### config.mk
export PLATFORM = sky130hd
export DESIGN_NAME = lifeg_ctrl
export DESIGN_NICKNAME = d
export VERILOG_FILES = /design/src/rtl/lifeg_pkg.sv /design/src/rtl/lifeg_ctrl.sv
export SDC_FILE = /design/constraint.sdc
export NUM_CORES = 1
export LEC_CHECK = 0
export BUFFER_PORTS_ARGS = -buffer_cell sky130_fd_sc_hd__buf_2
export CORE_MARGIN = 2
export CORE_UTILIZATION = 25
export DETAILED_ROUTE_END_ITERATION = 12
export REMOVE_ABC_BUFFERS = 1
export SLEW_MARGIN = 20
export SYNTH_ARGS = -nofsm -noshare
export SYNTH_HDL_FRONTEND = slang
export SYNTH_SLANG_ARGS = --single-unit
### constraint.sdc
create_clock -name clk -period 2.1 [get_ports clk]
set_input_delay 0.21 -clock clk [delete_from_list [all_inputs] [get_ports clk]]
set_output_delay 0.21 -clock clk [all_outputs]
set_load 0.01 [all_outputs]
### src/rtl/lifeg_pkg.sv
// lifeg_pkg: grid size, action codes, cell commands and controller states
// shared by the life automaton grid modules; depends on nothing

package lifeg_pkg;

  localparam int ROWS = 32;
  localparam int COLS = 64;

  // a readout never emits more rows than the 5-bit row index can name
  localparam int RD_ROWS = (ROWS < 32) ? ROWS : 32;

  localparam int ROW_W = $clog2(ROWS);
  localparam int COL_W = $clog2(COLS);
  localparam int CNT_W = $clog2(ROWS);

  localparam int ACT_W   = 2;
  localparam int IN_ROW_W = 5;
  localparam int IN_COL_W = 6;
  localparam int GEN_W   = 16;
  localparam int OUT_IDX_W = 5;
  localparam int OUT_ROW_W = 64;

  typedef enum logic [ACT_W-1:0] {
    ACT_SET  = 2'd0,
    ACT_STEP = 2'd1,
    ACT_READ = 2'd2,
    ACT_NONE = 2'd3
  } action_t;

  typedef enum logic [1:0] {
    OP_HOLD,
    OP_SET,
    OP_STEP,
    OP_ROT
  } cell_op_t;

  typedef struct packed {
    cell_op_t         op;
    logic [ROW_W-1:0] row;
    logic [COL_W-1:0] col;
  } cell_cmd_t;

  typedef enum logic [1:0] {
    ST_IDLE,
    ST_RUN,
    ST_READ
  } ctrl_state_t;

endpackage

### src/rtl/lifeg_ctrl.sv
// lifeg_ctrl: sequencer for set, advance and readout; drives the command
// shared by all row cells and the readout handshake; uses lifeg_pkg

module lifeg_ctrl
  import lifeg_pkg::*;
(
  input  logic                 clk,
  input  logic                 rst_n,
  input  logic                 in_valid,
  output logic                 in_ready,
  input  logic [ACT_W-1:0]     in_action,
  input  logic [IN_ROW_W-1:0]  in_row,
  input  logic [IN_COL_W-1:0]  in_col,
  input  logic [GEN_W-1:0]     in_count,
  output logic                 out_valid,
  input  logic                 out_ready,
  output logic [OUT_IDX_W-1:0] out_row_index,
  output logic                 out_last,
  input  logic                 any_changed,
  output cell_cmd_t            cmd
);

  ctrl_state_t      state_r;
  ctrl_state_t      state_nxt;
  logic [GEN_W-1:0] gen_r;
  logic [GEN_W-1:0] gen_nxt;
  logic [CNT_W-1:0] rd_r;
  logic [CNT_W-1:0] rd_nxt;
  logic             in_xfer;
  logic             rd_adv;
  logic             on_grid;

  assign in_xfer = in_valid && in_ready;
  assign on_grid = (32'(in_row) < 32'(ROWS)) && (32'(in_col) < 32'(COLS));

  // rows past the readout window still rotate so the grid returns home
  assign rd_adv = (state_r == ST_READ) && (out_ready || !out_valid);

  always_comb begin
    state_nxt = state_r;
    gen_nxt   = gen_r;
    rd_nxt    = rd_r;
    case (state_r)
      ST_IDLE: begin
        if (in_xfer) begin
          case (action_t'(in_action))
            ACT_STEP: begin
              if (in_count != '0) begin
                state_nxt = ST_RUN;
                gen_nxt   = in_count;
              end
            end
            ACT_READ: begin
              state_nxt = ST_READ;
              rd_nxt    = '0;
            end
            default: state_nxt = ST_IDLE;
          endcase
        end
      end
      ST_RUN: begin
        gen_nxt = gen_r - GEN_W'(1);
        // a still life stops the run early
        if (gen_r == GEN_W'(1) || !any_changed) begin
          state_nxt = ST_IDLE;
        end
      end
      ST_READ: begin
        if (rd_adv) begin
          rd_nxt = rd_r + CNT_W'(1);
          if (rd_r == CNT_W'(ROWS - 1)) begin
            state_nxt = ST_IDLE;
            rd_nxt    = '0;
          end
        end
      end
      default: state_nxt = ST_IDLE;
    endcase
  end

  always_comb begin
    in_ready      = (state_r == ST_IDLE);
    out_valid     = (state_r == ST_READ) && (32'(rd_r) < 32'(RD_ROWS));
    out_row_index = OUT_IDX_W'(rd_r);
    out_last      = (32'(rd_r) == 32'(RD_ROWS - 1));
    cmd.op        = OP_HOLD;
    cmd.row       = ROW_W'(in_row);
    cmd.col       = COL_W'(in_col);
    case (state_r)
      ST_IDLE: begin
        if (in_xfer && action_t'(in_action) == ACT_SET && on_grid) begin
          cmd.op = OP_SET;
        end
      end
      ST_RUN:  cmd.op = OP_STEP;
      ST_READ: begin
        if (rd_adv) begin
          cmd.op = OP_ROT;
        end
      end
      default: cmd.op = OP_HOLD;
    endcase
  end

  always_ff @(posedge clk) begin
    if (!rst_n) begin
      state_r <= ST_IDLE;
      gen_r   <= '0;
      rd_r    <= '0;
    end else begin
      state_r <= state_nxt;
      gen_r   <= gen_nxt;
      rd_r    <= rd_nxt;
    end
  end

endmodule

==> impl_metrics.csv <==
group,metric,value,unit
outcome,outcome,"completed",
pwr,pwr-share-clk,26.4,%
drt,dr.max_layer_used,"met4",
grt,grt_start_max_net_pins,34,
die,core_region_area,0.00668,sq mm
critical_path,required,2270,ps
logic_synthesis,synth_seq_cells,23,
logic_synthesis,syn_inst,217,
drt,drc_errors,0,
clock_network,clock_sinks,23,
logic_synthesis,yosys.area_share.simple,30.1,%
drt,antenna_left,0,
pwr,powerDensity,576,mW/mm^2
timing,finalCriticalPeriod,1940,ps
pwr,combPwrFrac,28.8,%
logic_synthesis,synthAdderAreaFrac,2.94,%
timing,final-setup-viol-count,0,
critical_path,worstPathMaxFanout,7,
placed_design,hpwl,3.24,mm
grt,grt_antenna_before_repair,0,
critical_path,start_kind,"flop",
grt,grt_pass1_wl,7.22,mm
timing,tns,0,ps
pwr,power,1.08,mW
pwr,switchingPower,0.356,mW
logic_synthesis,syn-cell-area,0.00170,sq mm
placed_design,io_buffers,32,
logic_synthesis,avgSynthCellArea,7.84,sq um
logic_synthesis,synth_top_family_by_area,"simple AND/OR/NAND/NOR gates",
drt,wl_met3,321,microns
die,io_pins,55,
critical_path,crit_type,"flop to flop",
placed_design,dpl_cell_area,0.00181,sq mm
clock_network,htree_num_levels,1,
logic_synthesis,synthArstFlopShare,0,%
logic_synthesis,synth_compound_area_share,25.7,%
critical_path,critical_path.endpoint_type,"flop",
critical_path,arrival,2110,ps
final_layout,final_util,28.0,%
grt,overflow,0,
die,std_cell_rows,30,
clock_network,clk_path_buf_depth,2,
final_layout,postLayoutCellArea,0.00187,sq mm
drt,drt_pass1_iterations,4,
drt,routed_wl,4.52,mm
pwr,internal_power,0.724,mW
die,die_area,0.00748,sq mm
pwr,peakVddDrop,0.299,mV
placed_design,dpl_worst_slack,67.7,ps
grt,grt.total_usage,12.1,%
grt,grt_pass1_vias,1517,
drt,vias,1665,
logic_synthesis,yosysSeqAreaShare,27.1,%
clock_network,cts_tree,"built",
pwr,switching_share,33.0,%
drt,routed-wl-met2,2.00,mm
die,die-width,86.5,microns
logic_synthesis,synth_cell_types,48,
drt,wl_met1,2.16,mm
clock_network,numCtsBuffers,3,
min_path,worstHoldPathType,"input port to flop",
drt,drt_iter0_drc,72,
timing,timing.final.ws_setup,163,ps
logic_synthesis,synth_edf_count,0,
critical_path,rr_startpoint,"gen_r[0]",
clock_network,clkTransAtPathRegs,80,ps
die,die_y,86.5,microns
final_layout,synthToLayoutAreaGrowth,10.1,%
timing,rsz0062_at_grt,"no",
logic_synthesis,synth_xor_area_share,1.03,%
logic_synthesis,synth_warnings,0,
timing,fin_worst_skew,2.67,ps
pwr,power_frac_seq,44.7,%
final_layout,drive_gt1_share,22.6,%
pwr,p_leak,0.770,nW
timing,slew_viol_final,0,
die,start_util,25.5,%
logic_synthesis,synth_mux_area_share,0.588,%
clock_network,clock_latency,270,ps
timing,fin_crit_sh,92.2,%
clock_network,cts_root_buf,"clkbuf_8",
timing,slew_headroom,58.5,%
timing,tightestPinTransition,623,ps
min_path,min_from,"any_changed",
final_layout,diodes,0,
final_layout,nets,274,
logic_synthesis,synth_flop_cell,"dfxtp_1",
timing,clock.fmax,516,MHz
drt,drt-vias-per-instance,5.29,
drt,post_drt_wl_per_cell,14.3,microns
placed_design,gp_congestion,0.800,
critical_path,timing.critical_path.from,"gen_r[0]",
job,maxCapViolations,0,
timing,hold_viol_final,0,
-- kinds of logic (layout without fill, tap and decap cells) --
group           after synthesis  after routing
mux                           1              1
xor+xnor                      2              2
fa+ha+maj                     4              4
simple gates                 93             93
buf+inv                      28             46
flops                        23             23
compound gates               66             66
-- final timing paths --
path | to | slack (ps) | cells after the start
worst max-delay path | gen_r[11] | 160 | 5
worst min-delay path | state_r[0] | 250 | 3
worst max register to register | gen_r[11] | 160 | 5
worst min register to register | gen_r[7] | 480 | 2
-- synthesized netlist by cell type (2+ instances only) --
| master | number | area, sq um |
|---|---|---|
| a21boi_1 | 4 | 30.0 |
| a21o_1 | 3 | 22.5 |
| a21oi_1 | 16 | 80.1 |
| a22o_2 | 2 | 20.0 |
| a31o_1 | 4 | 35.0 |
| a32oi_1 | 2 | 17.5 |
| and3_1 | 2 | 12.5 |
| buf_4 | 11 | 82.6 |
| buf_6 | 3 | 33.8 |
| clkbuf_1 | 6 | 22.5 |
| clkbuf_8 | 3 | 41.3 |
| dfxtp_1 | 23 | 460 |
| ha_1 | 4 | 50.1 |
| inv_1 | 4 | 15.0 |
| nand2_1 | 33 | 124 |
| nand2b_1 | 2 | 12.5 |
| nand3_1 | 10 | 50.1 |
| nand3b_1 | 4 | 30.0 |
| nor2_1 | 11 | 41.3 |
| nor2b_1 | 7 | 43.8 |
| nor3_1 | 5 | 25.0 |
| nor3b_1 | 3 | 22.5 |
| nor4_1 | 4 | 25.0 |
| o211ai_1 | 5 | 37.5 |
| o21ai_0 | 13 | 65.1 |
| o21ai_1 | 4 | 20.0 |
| o31ai_1 | 3 | 22.5 |
| o41ai_1 | 2 | 17.5 |
| or4_1 | 2 | 15.0 |
| or4_4 | 3 | 33.8 |
| xor2_1 | 2 | 17.5 |
-- cells in the final DEF (no fill, tap or decap), drive strengths merged, types with 2 or more instances in the layout --
| master | n |
|---|---|
| nand2b | 2 |
| nor4 | 5 |
| nand3b | 4 |
| nand3 | 10 |
| a21oi | 16 |
| nor2 | 11 |
| nor2b | 7 |
| o31ai | 3 |
| a22o | 2 |
| or4 | 5 |
| a21boi | 6 |
| dfxtp | 23 |
| ha | 4 |
| nor3 | 6 |
| a32oi | 2 |
| o211ai | 5 |
| nor3b | 3 |
| nand2 | 33 |
| a21o | 3 |
| buf | 38 |
| o41ai | 2 |
| clkbuf | 4 |
| a31o | 5 |
| o21ai | 17 |
| inv | 4 |
| xor2 | 2 |
| and3 | 3 |
-- stage by stage --
stage,instances,hold WS (ps)
6_report,315,251
5_1_grt,315,267
4_1_cts,315,252
3_5_place_dp,311,420
3_3_place_gp,311,420
2_1_floorplan,193,328
-- final cells by class --
class                           count  area, sq um
Fill cell                         737         4810
Sequential cell                    23          460
Inverter                            4         15.0
Multi-Input combinational cell    166         1050
Timing Repair Buffer               38          205
Clock buffer                        4         45.0
Tap cell                           80          100
-- what timing repair did --
| action | 4_1_cts | 5_1_grt |
|---|---|---|
| hold buffers | 0 | 0 |
| buffers inserted | 0 | 0 |
| resized for setup | 0 | 3 |
| setup endpoints to repair | 0 | 4 |
-- sequential cells by signal, indices dropped and copies added (netlist names) --
name and count:
out_row_index 5, gen_r 16, state_r 2
-- critical path, stage by stage, from the launching register on --
cell     delay, ps
dfxtp_1        350
or4_4          600
nor4_4         440
a21o_1         180
a21oi_1         60
a31o_1         200
-- routing by layer --
layer	vias up	GRT usage, %
li1	813	-
met1	778	16.7
met2	70	18.3
met3	4	3.62
met4	0	2.70
met5	-	2.10
-- power by group through the flow --
| stage | clock network (mW) | registers (mW) | logic (mW) |
|---|---|---|---|
| final | 0.285 | 0.483 | 0.311 |
| after global placement | 0 | 0.492 | 0.301 |
| after CTS | 0.296 | 0.482 | 0.306 |
| after floorplan | 0 | 0.487 | 0.193 |
| after detailed placement | 0 | 0.492 | 0.303 |
| after global routing | 0.313 | 0.487 | 0.346 |
(Power assumes the default switching activity.)
