$ cat src/rtl/lifeg_pkg.sv
// lifeg_pkg: grid size, action codes, cell commands and controller states
// shared by the life automaton grid modules; depends on nothing

package lifeg_pkg;

  localparam int ROWS = 32;
  localparam int COLS = 64;

  // a readout never emits more rows than the 5-bit row index can name
  localparam int RD_ROWS = (ROWS < 32) ? ROWS : 32;

  localparam int ROW_W = $clog2(ROWS);
  localparam int COL_W = $clog2(COLS);
  localparam int CNT_W = $clog2(ROWS);

  localparam int ACT_W   = 2;
  localparam int IN_ROW_W = 5;
  localparam int IN_COL_W = 6;
  localparam int GEN_W   = 16;
  localparam int OUT_IDX_W = 5;
  localparam int OUT_ROW_W = 64;

  typedef enum logic [ACT_W-1:0] {
    ACT_SET  = 2'd0,
    ACT_STEP = 2'd1,
    ACT_READ = 2'd2,
    ACT_NONE = 2'd3
  } action_t;

  typedef enum logic [1:0] {
    OP_HOLD,
    OP_SET,
    OP_STEP,
    OP_ROT
  } cell_op_t;

  typedef struct packed {
    cell_op_t         op;
    logic [ROW_W-1:0] row;
    logic [COL_W-1:0] col;
  } cell_cmd_t;

  typedef enum logic [1:0] {
    ST_IDLE,
    ST_RUN,
    ST_READ
  } ctrl_state_t;

endpackage

$ cat src/rtl/lifeg_cell.sv
// lifeg_cell: one grid row; holds its cells, applies B3/S23 against its
// neighbor rows, sets a cell or takes the next row in a rotation; uses lifeg_pkg

module lifeg_cell
  import lifeg_pkg::*;
(
  input  logic             clk,
  input  logic             rst_n,
  input  logic [ROW_W-1:0] cell_idx,
  input  cell_cmd_t        cmd,
  input  logic [COLS-1:0]  up_row,
  input  logic [COLS-1:0]  dn_row,
  input  logic [COLS-1:0]  rot_row,
  output logic [COLS-1:0]  row_q,
  output logic             changed
);

  logic [COLS-1:0] row_r;
  logic [COLS-1:0] row_nxt;
  logic [COLS-1:0] gen_row;

  // bit-sliced neighbor count mod 8 over the eight neighbor planes
  always_comb begin
    logic [COLS-1:0] plane [8];
    logic [COLS-1:0] s0;
    logic [COLS-1:0] s1;
    logic [COLS-1:0] s2;
    logic [COLS-1:0] c0;
    logic [COLS-1:0] c1;
    plane[0] = up_row << 1;
    plane[1] = up_row;
    plane[2] = up_row >> 1;
    plane[3] = row_r << 1;
    plane[4] = row_r >> 1;
    plane[5] = dn_row << 1;
    plane[6] = dn_row;
    plane[7] = dn_row >> 1;
    s0 = '0;
    s1 = '0;
    s2 = '0;
    for (int p = 0; p < 8; p++) begin
      c0 = s0 & plane[p];
      s0 = s0 ^ plane[p];
      c1 = s1 & c0;
      s1 = s1 ^ c0;
      s2 = s2 ^ c1;
    end
    // three -> alive, two -> keep
    gen_row = s1 & ~s2 & (s0 | row_r);
  end

  always_comb begin
    row_nxt = row_r;
    case (cmd.op)
      OP_SET: begin
        if (cmd.row == cell_idx) begin
          row_nxt[cmd.col] = 1'b1;
        end
      end
      OP_STEP: row_nxt = gen_row;
      OP_ROT:  row_nxt = rot_row;
      default: row_nxt = row_r;
    endcase
  end

  always_ff @(posedge clk) begin
    if (!rst_n) begin
      row_r <= '0;
    end else begin
      row_r <= row_nxt;
    end
  end

  assign row_q   = row_r;
  assign changed = (gen_row != row_r);

endmodule

$ cat config.mk
export PLATFORM = sky130hd
export DESIGN_NAME = lifeg_cell
export DESIGN_NICKNAME = d
export VERILOG_FILES = /design/src/rtl/lifeg_pkg.sv /design/src/rtl/lifeg_cell.sv
export SDC_FILE = /design/constraint.sdc
export NUM_CORES = 1
export LEC_CHECK = 0
export ABC_CLOCK_PERIOD_IN_PS = 5600
export BUFFER_PORTS_ARGS = -buffer_cell sky130_fd_sc_hd__buf_4
export CAP_MARGIN = 20
export CORE_MARGIN = 10
export CORE_UTILIZATION = 55
export CTS_BUF_LIST = sky130_fd_sc_hd__clkbuf_4
export DETAILED_ROUTE_END_ITERATION = 8
export PLACE_DENSITY_LB_ADDON = 0.12
export RECOVER_POWER = 50
export SYNTH_ARGS = -nofsm -noshare
export SYNTH_HDL_FRONTEND = slang
export SYNTH_SLANG_ARGS = --single-unit
$ cat constraint.sdc
create_clock -name clk -period 5.6 [get_ports clk]
set_input_delay 0.84 -clock clk [delete_from_list [all_inputs] [get_ports clk]]
set_output_delay 0.84 -clock clk [all_outputs]
set_load 0.05 [all_outputs]
==> impl_metrics.toml, run 1 <==
[yosys]
syn_inst = 1920
ys_seq_area_share_pct = 6.642
synth_top_family_by_area = "adder cells"
syn_nets = 2951
synth-xor-area-share_pct = 13.65
ys.flop_type = "dfxtp_1"
syn_area_um2 = 19290
avgSynthCellArea_um2 = 10.05
ys_types = 49
ys_warn_count = 0
synth_largest_area_cell = "ha_1"
netlist.area_leader.share_pct = 44.82
synth-edff-count = 0
synthAdderAreaFrac_pct = 58.11
synth-simple-area-share_pct = 7.434
synth_area_leaders = "ha_1 (45%), fa_1 (13%), xnor3_1 (6.7%)"
synth_mux_area_share_pct = 0.3762
synth-seq-cells = 64
synthArstFlopShare_pct = 0
synth_compound_area_share_pct = 9.951

[global_route]
track_usage_pct = 26.06
grt_max_degree = 77
grt_pass1_vias = 16740
grt_pass1_wl_um = 90460
grt-ovfl-total = 0
antenna_found_initial = 4

[timing]
holdWs_ns = 0.6064
slew_headroom_pct = 22.80
drv_slew = 0
worst_slack_ns = -0.5595
rsz0062_at_grt = "yes"
final-setup-viol-count = 1
fin_crit_ns = 6.160
tightest_slew_ns = 1.153
clock.fmax_ghz = 0.1624
fin_crit_sh_pct = 110.0
skew_ns = 0.02419
hold_viol = 0

[cts]
htreeDepth = 3
cts_tree = "yes"
cts-root-buf = "clkbuf_4"
clkSlewWorstSetupHoldPaths_ns = 0.16
ctsHoldBuffers = 0
cts_buffer_depth = 2
numCtsBuffers = 9
clock_latency_ns = 0.49
cts_sinks = 64

[worst_setup_path]
cp_max_fo = 3
required_ns = 4.76
cpPeakStageDelay_ns = 0.54
crit_family = "adder cells"
worstPathArrival_ns = 5.32
crit_type = "input pin to output pin"
r2r_slack_ns = 2.27
crit_path_frequent_cell = "ha_1"
crit_slowest_cell = "fa_1"
reg2reg_to = "row_q[18]"
critical_path_cell_count = 19
crit_path_cell_trace = "buf_4, clkinvlp_4, buf_4, fa_1, inv_1, ha_2, fa_1, ha_1, ha_1, ha_1, ha_2, xnor2_1, xnor2_1, nand2_1, mux2_4, a2111oi_4, nand4_1, or4_4, buf_8"
crit_buf_inv = 5
crit_path_end_kind = "output pin"
startpoint_type = "input pin"
r2r-start = "row_q[17]"
r2r_cells = 13

[worst_hold_path]
hold_class = "input pin to flop"
min_from = "rot_row[7]"
min_to = "row_q[7]"
hold_path_depth = 3

[detailed_routing]
vias_per_cell = 5.671
firstDrtPassIters = 5
vias = 15930
wl_per_cell_um = 20.50
drc = 0
detail_route.iter0.violations = 882
routed_wl_um = 57590
ant_nets = 0

[status]
outcome = "complete, but fails checks"
violations = "negative setup slack"

[power]
leakage_nw = 12.67
irDropWorstVdd_uv = 153.9
finalPower_mw = 6.458
power.density_nw_per_um2 = 269.8

[die]
die_y_um = 207.3
rows = 68
initial_core_util_pct = 55.84
core_um2 = 34540
ios = 277
die_area_um2 = 42960
die_w_um = 207.3

[cells_and_area]
final_layout_size_suffix_gt1_share_pct = 23.49
largest_register_ffs = 64
area_growth_pct = 24.09
final_common_cell = "ha_1"
final_cell_mix = "ha_1 (660), buf_4 (417), a21oi_1 (177)"
fin_nets = 3376

[job]
maxCapViolCount = 0

[placement]
io_buffers = 276
place_hpwl_um = 48840
place.gp.congestion = 0.8653
synthesized netlist by cell type, types with 2 or more instances:
master       n
o22a_1       4
nor3_1      25
xnor2_1    114
nand4_1      5
nand4b_1     9
o32ai_1      2
a22oi_1      3
dfxtp_1     64
o21ai_0     84
a21oi_1    177
nor4_1      16
xor2_1      37
xnor3_1     57
and3_1      19
o2bb2ai_1    5
fa_1       128
mux2i_1      5
or3_1        5
nor2b_1      7
ha_1       691
nor4b_1      5
and2_1       2
a31oi_1     23
nor3b_1      7
mux2_2       2
nand2b_1     7
or4b_1       5
o211ai_1    28
nand2_1     32
nor2_1     130
buf_1        6
clkbuf_1    47
a21bo_2      3
inv_1      144
o22ai_1      6
and3b_1      3
cells by family after synthesis:
family	Yosys count
buf+inv	197
mux	7
simple gates	283
compound gates	341
flops	64
xor+xnor	209
fa+ha+maj	819
layout make-up:
type / count / area [um2]
diodes: 4 / 10.01
clock buffers: 9 / 67.56
clock inverters: 7 / 142.6
fillers: 2825 / 10610
inverters: 144 / 563.0
multi-input cells: 1659 / 17940
flip-flops and latches: 64 / 1281
well taps: 455 / 569.3
repair buffers: 467 / 3359
worst max path at each step:
stage	start	end
5_1_grt	up_row[61]	changed
6_report	up_row[43]	changed
3_3_place_gp	up_row[61]	changed
3_5_place_dp	up_row[47]	changed
4_1_cts	up_row[61]	changed
2_1_floorplan	up_row[54]	changed
what timing repair did:
item,4_1_cts,5_1_grt
pin swaps,26,81
setup buffers,1,5
hold endpoints to repair,0,0
gates resized for setup,22,81
setup endpoints to repair,1,1
power by group:
group	internal (mW)	switching, mW	leakage (nW)
logic	2.56	2.84	12.0
registers	0.494	0.0538	0.525
clock network	0.272	0.237	0.111
total	3.33	3.13	12.7
stage by stage:
| step | cell area (um2) | setup TNS, ns | utilization, % | setup WS, ns | cells |
|---|---|---|---|---|---|
| floorplan | 19390 | -0.03524 | - | -0.03524 | 1920 |
| global placement | 23240 | -0.7780 | 67.29 | -0.7780 | 2782 |
| detailed placement | 23270 | -0.8822 | 67.36 | -0.8822 | 2784 |
| CTS | 23580 | -0.5925 | 68.25 | -0.5925 | 2801 |
| global route | 23930 | -0.7248 | 69.28 | -0.7248 | 2808 |
| finish | 23940 | -0.5595 | 69.29 | -0.5595 | 2809 |
layer usage:
metal	part of all wire [%]	up-vias	track usage (%)
met5	0.023	-	0
met4	2.6	2	6.573
met3	4.9	84	3.174
met2	49	444	45.32
met1	43	7748	33.39
li1	-	7653	-
worst min-delay path: cells and delay by family:
kind	cells	cell delay (ns)
simple gates	1	0.05
buf+inv	1	0.11
compound gates	1	0.07
Power figures use the tool's default switching activity.
==> inputs of run 2 (changes only) <==
- ABC_AREA: not set -> 1
- ABC_CLOCK_PERIOD_IN_PS: 5600 -> 5000
- clock period: 5.6 -> 5 ns (I/O delays scaled with it)
==> impl_metrics.toml, run 2 <==
[status]
outcome = "complete, but fails checks"
violations = "negative setup slack"

[cts]
clkSlewWorstSetupHoldPaths_ns = 0.14
cts_sinks = 64
numCtsBuffers = 9
ctsHoldBuffers = 0
cts-root-buf = "clkbuf_4"
cts_tree = "yes"
cts_buffer_depth = 2
htreeDepth = 3
clock_latency_ns = 0.48

[yosys]
ys.flop_type = "dfxtp_1"
avgSynthCellArea_um2 = 7.673
netlist.area_leader.share_pct = 41.11
synth-simple-area-share_pct = 20.91
ys_seq_area_share_pct = 6.092
synth_top_family_by_area = "adder cells"
synth_compound_area_share_pct = 8.692
synth_mux_area_share_pct = 0
synth-seq-cells = 64
ys_types = 26
syn_area_um2 = 21030
syn_nets = 3772
synth-xor-area-share_pct = 2.998
ys_warn_count = 0
yosysMostFrequentCell = "ha_1"
synth-edff-count = 0
syn_inst = 2741
synth_area_leaders = "ha_1 (41%), nand2_1 (12%), fa_1 (12%)"
synthArstFlopShare_pct = 0
synthAdderAreaFrac_pct = 53.29
synth_largest_area_cell = "ha_1"
synth_common_cells = "ha_1 (691), nand2_1 (686), inv_1 (407), nand3_1 (243), a21oi_1 (164)"

[cells_and_area]
final_cells = 3664
final_cell_mix = "ha_1 (668), nand2_1 (665), inv_1 (396)"
area_growth_pct = 18.97
design_area_um2 = 25020
fin_nets = 4170
final_common_cell = "ha_1"
n_fill_cell = 3344
final_layout_size_suffix_gt1_share_pct = 15.24
largest_register_ffs = 64

[detailed_routing]
detail_route.iter0.violations = 821
wl_per_cell_um = 16.00
routed_wl_um = 58620
drc = 0
vias = 19480
ant_nets = 0
vias_per_cell = 5.316
firstDrtPassIters = 5

[placement]
place.gp.congestion = 0.8532
dp_cells = 3632
io_buffers = 276
place_hpwl_um = 49790
place_area_um2 = 24670

[worst_setup_path]
cp_max_fo = 3
required_ns = 4.25
crit_type = "input pin to output pin"
startpoint_type = "input pin"
worstPathArrival_ns = 4.64
crit_path_end_kind = "output pin"

[timing]
clock.fmax_ghz = 0.1856
worst_slack_ns = -0.3876
final-setup-viol-count = 1
fin_crit_ns = 5.388
hold_viol = 0
drv_slew = 0
fin_tns_setup_ns = -0.3876
tightest_slew_ns = 0.8909
rsz0062_at_grt = "yes"
slew_headroom_pct = 40.54
fin_crit_sh_pct = 107.8
skew_ns = 0.02858

[die]
die_y_um = 215.5
die_w_um = 215.5
rows = 71
core_um2 = 37670
die_area_um2 = 46460
ios = 277
initial_core_util_pct = 55.84

[worst_hold_path]
hold_class = "input pin to flop"

[power]
power.density_nw_per_um2 = 241.1
irDropWorstVdd_uv = 146.5
leakage_nw = 13.73

[global_route]
grt_pass1_wl_um = 94330
grt-ovfl-total = 0
grt_pass1_vias = 19500
grt_max_degree = 67
track_usage_pct = 24.58
antenna_found_initial = 11

[job]
maxCapViolCount = 0
[run 2: cell count changes after synthesis, moves of 28 or more]
| cell | change |
|---|---|
| o21a_1 | +62 |
| xnor3_1 | -57 |
| nand3b_1 | +29 |
| nand2_1 | +654 |
| inv_1 | +263 |
| nor2_1 | -83 |
| xnor2_1 | -80 |
| o21ai_0 | -33 |
| clkbuf_1 | -28 |
| nand3_1 | +242 |
[run 2: routing by layer]
metal | routed length, um | GRT usage, % | vias to the layer above
li1 | - | - | 9843
met1 | 24500 | 28.67 | 9120
met2 | 29800 | 45.15 | 417
met3 | 2686 | 3.441 | 95
met4 | 1616 | 8.050 | 4
met5 | 21 | 0 | -
[run 2: path summary, 6_finish.rpt]
path,from,end,slack (ns),cells after the start
setup / recovery,up_row[18],changed,-0.39,24
hold / removal,rot_row[49],row_q[49],0.56,3
setup reg to reg,row_q[10],row_q[11],1.76,16
hold reg to reg,row_q[0],row_q[0],0.64,2
[run 2: power by group]
part / switching [mW] / internal [mW]
logic: 2.82 / 2.26
clock network: 0.243 / 0.100
registers: 0.0584 / 0.547
[run 2: logic make-up after synthesis]
logic type	Yosys count
flip-flops	64
AO/OA/AOI/OAI	308
XOR/XNOR	72
buffers and inverters	447
adder cells (fa/ha/maj)	819
AND/OR/NAND/NOR	1031
[run 2: cell type report]
| cell class | instances | area [um2] | share of cell area, % |
|---|---|---|---|
| Multi-Input combinational cell | 2230 | 18420 | 73.62 |
| Timing Repair Buffer | 420 | 2968 | 11.86 |
| Sequential cell | 64 | 1281 | 5.121 |
| Tap cell | 511 | 639.4 | 2.555 |
| Antenna cell | 10 | 25.02 | 0.1000 |
| Clock buffer | 10 | 75.07 | 0.3000 |
| Inverter | 414 | 1588 | 6.346 |
| Clock inverter | 5 | 25.02 | 0.1000 |
[run 2: what timing repair did]
action | in CTS | in global routing
gates resized for setup | 32 | 62
endpoints found under the hold margin | 0 | 0
setup endpoints to repair | 1 | 1
pin swaps | 40 | 45
buffers inserted | 2 | 4
[run 2: metrics by stage]
| step | hold slack, ns | util, % | total power, mW | setup WS, ns |
|---|---|---|---|---|
| 2_1_floorplan | 0.7916 | - | 4.139 | 0.05842 |
| 3_3_place_gp | 0.6083 | 65.51 | 5.205 | -0.5307 |
| 3_5_place_dp | 0.6171 | 65.51 | 5.502 | -0.6119 |
| 4_1_cts | 0.5239 | 66.15 | 5.933 | -0.3808 |
| 5_1_grt | 0.5219 | 66.42 | 6.865 | -0.6015 |
| 6_report | 0.5566 | 66.43 | 6.032 | -0.3876 |
[run 2: critical path, cell delays in order]
cell and delay (ns):
buf_6 0.08, clkinvlp_4 0.11, buf_6 0.13, fa_1 0.54, inv_1 0.05, ha_2 0.16
fa_1 0.44, ha_1 0.29, ha_1 0.28, ha_1 0.28, ha_2 0.18, xor2_1 0.21
nand3_1 0.10, nand2_1 0.08, nand2_1 0.07, nand2_1 0.06, nand2_1 0.05, nor2_1 0.11
nand2_1 0.09, nor2_2 0.15, nand2_2 0.10, nor2_4 0.11, nand2_2 0.07, buf_8 0.15
==> inputs of run 3 (changes only) <==
- CORE_UTILIZATION: 55 -> 56
==> impl_metrics.toml, run 3 (synthesized netlist as in run 2, its figures left out) <==
[worst_setup_path]
startpoint_type = "input pin"
cpPeakStageDelay_ns = 0.50
crit_path_cell_trace = "buf_4, clkinvlp_4, buf_12, fa_1, inv_1, ha_2, fa_1, ha_1, ha_1, ha_1, ha_2, xor2_2, nand3_1, nand2_2, nand2_1, nand2_1, nand2_1, nor2_1, nand2_1, nor2_2, nand2_2, nor2_2, nand2_2, buf_8"
crit_path_frequent_cell = "nand2_1"
cp_max_fo = 3
crit_family = "adder cells"
crit_buf_inv = 5
required_ns = 4.25
worstPathArrival_ns = 4.73
crit_path_end_kind = "output pin"
crit_slowest_cell = "fa_1"
crit_type = "input pin to output pin"

[die]
die_w_um = 213.8
die_area_um2 = 45710
die_y_um = 213.8
initial_core_util_pct = 57.04
ios = 277
core_um2 = 36870
rows = 70

[power]
power.density_nw_per_um2 = 242.0
leakage_nw = 13.74
irDropWorstVdd_uv = 125.8

[detailed_routing]
drc = 0
ant_nets = 0
wl_per_cell_um = 16.17
vias_per_cell = 5.377
routed_wl_um = 59020
detail_route.iter0.violations = 900
firstDrtPassIters = 5
vias = 19630

[timing]
fin_crit_ns = 5.484
clock.fmax_ghz = 0.1823
worst_slack_ns = -0.4844
fin_crit_sh_pct = 109.7
skew_ns = 0.01593
drv_slew = 0
slew_headroom_pct = 37.36
tightest_slew_ns = 0.9346
final-setup-viol-count = 1
hold_viol = 0
rsz0062_at_grt = "yes"
fin_tns_setup_ns = -0.4844

[global_route]
grt-ovfl-total = 0
track_usage_pct = 25.42
grt_pass1_vias = 20010
grt_pass1_wl_um = 94230
antenna_found_initial = 13
grt_max_degree = 67

[cells_and_area]
final_util_pct = 67.05
area_growth_pct = 17.55
final_common_cell = "ha_1"
final_cells = 3650
n_fill_cell = 3226
fin_nets = 4160
final_layout_size_suffix_gt1_share_pct = 13.47
final_cell_mix = "ha_1 (685), nand2_1 (673), inv_1 (404)"
largest_register_ffs = 64
seq_area_um2 = 1281
multi_input_area_um2 = 18190

[worst_hold_path]
hold_class = "input pin to flop"

[placement]
place.gp.congestion = 0.8295
place_ws_ns = -0.5880
io_buffers = 276
place_hpwl_um = 50210
dp_cells = 3618

[cts]
cts_tree = "yes"
ctsHoldBuffers = 0
cts_sinks = 64
numCtsBuffers = 9
clock_latency_ns = 0.47
clkSlewWorstSetupHoldPaths_ns = 0.14
htreeDepth = 3
cts_buffer_depth = 2
cts-root-buf = "clkbuf_4"

[status]
outcome = "complete, but fails checks"
violations = "negative setup slack"

[job]
maxCapViolCount = 0
-- run 3: cell types whose count changed in the layout (fill, tap and decap cells not counted), moves of 8 or more --
cell	change
ha_2	-9
ha_1	+17
inv_1	+8
ha_4	-8
nand2_1	+8
nand2_2	-8
-- run 3: stage by stage --
step | instance area, um2 | total power [mW] | hold WS, ns
final | 24720 | 5.983 | 0.5583
after CTS | 24840 | 6.031 | 0.5421
after global placement | 24610 | 5.198 | 0.6081
after detailed placement | 24610 | 5.503 | 0.6379
after floorplan | 21030 | 4.139 | 0.7916
after global routing | 24720 | 6.824 | 0.5548
-- run 3: per-layer routing --
metal | track usage [%] | vias to the layer above | share of wire (%)
met2 | 46.91 | 401 | 51
met5 | 0 | - | 0.022
met3 | 3.782 | 111 | 5.0
met4 | 9.582 | 2 | 3.1
li1 | - | 9829 | -
met1 | 28.84 | 9283 | 41
-- run 3: tightest hold or removal path, stage by stage --
cell and delay (ns):
buf_4 0.09, a21oi_1 0.05, a21oi_1 0.12
-- run 3: timing repair --
action                     4_1_cts  5_1_grt
setup endpoints to repair        1        1
setup buffers                    2        2
pin swaps                       25       24
gates resized for setup         20       16
-- run 3: worst paths after layout --
check                                 start         to  slack [ns]  cells past startpoint
worst max register to register    row_q[28]  row_q[29]        1.77                     17
worst min-delay path            rot_row[13]  row_q[13]        0.56                      3
worst min register to register     row_q[0]   row_q[0]        0.66                      2
worst max-delay path             up_row[47]    changed       -0.48                     24
-- run 3: area by class of cell --
class                      instances  area share, %
antenna                           12         0.1215
tap                              504          2.551
clock inverter                     6         0.3391
timing repair buffer             410          11.63
sequential                        64          5.182
multi-input combinational       2230          73.56
inverter                         414          6.316
clock buffer                      10         0.3037
-- run 3: where the power goes --
part           switching, mW  leakage (nW)  internal [mW]
Combinational           2.75          13.1           2.17
Sequential            0.0669         0.520          0.547
Clock                  0.240        0.0818          0.206
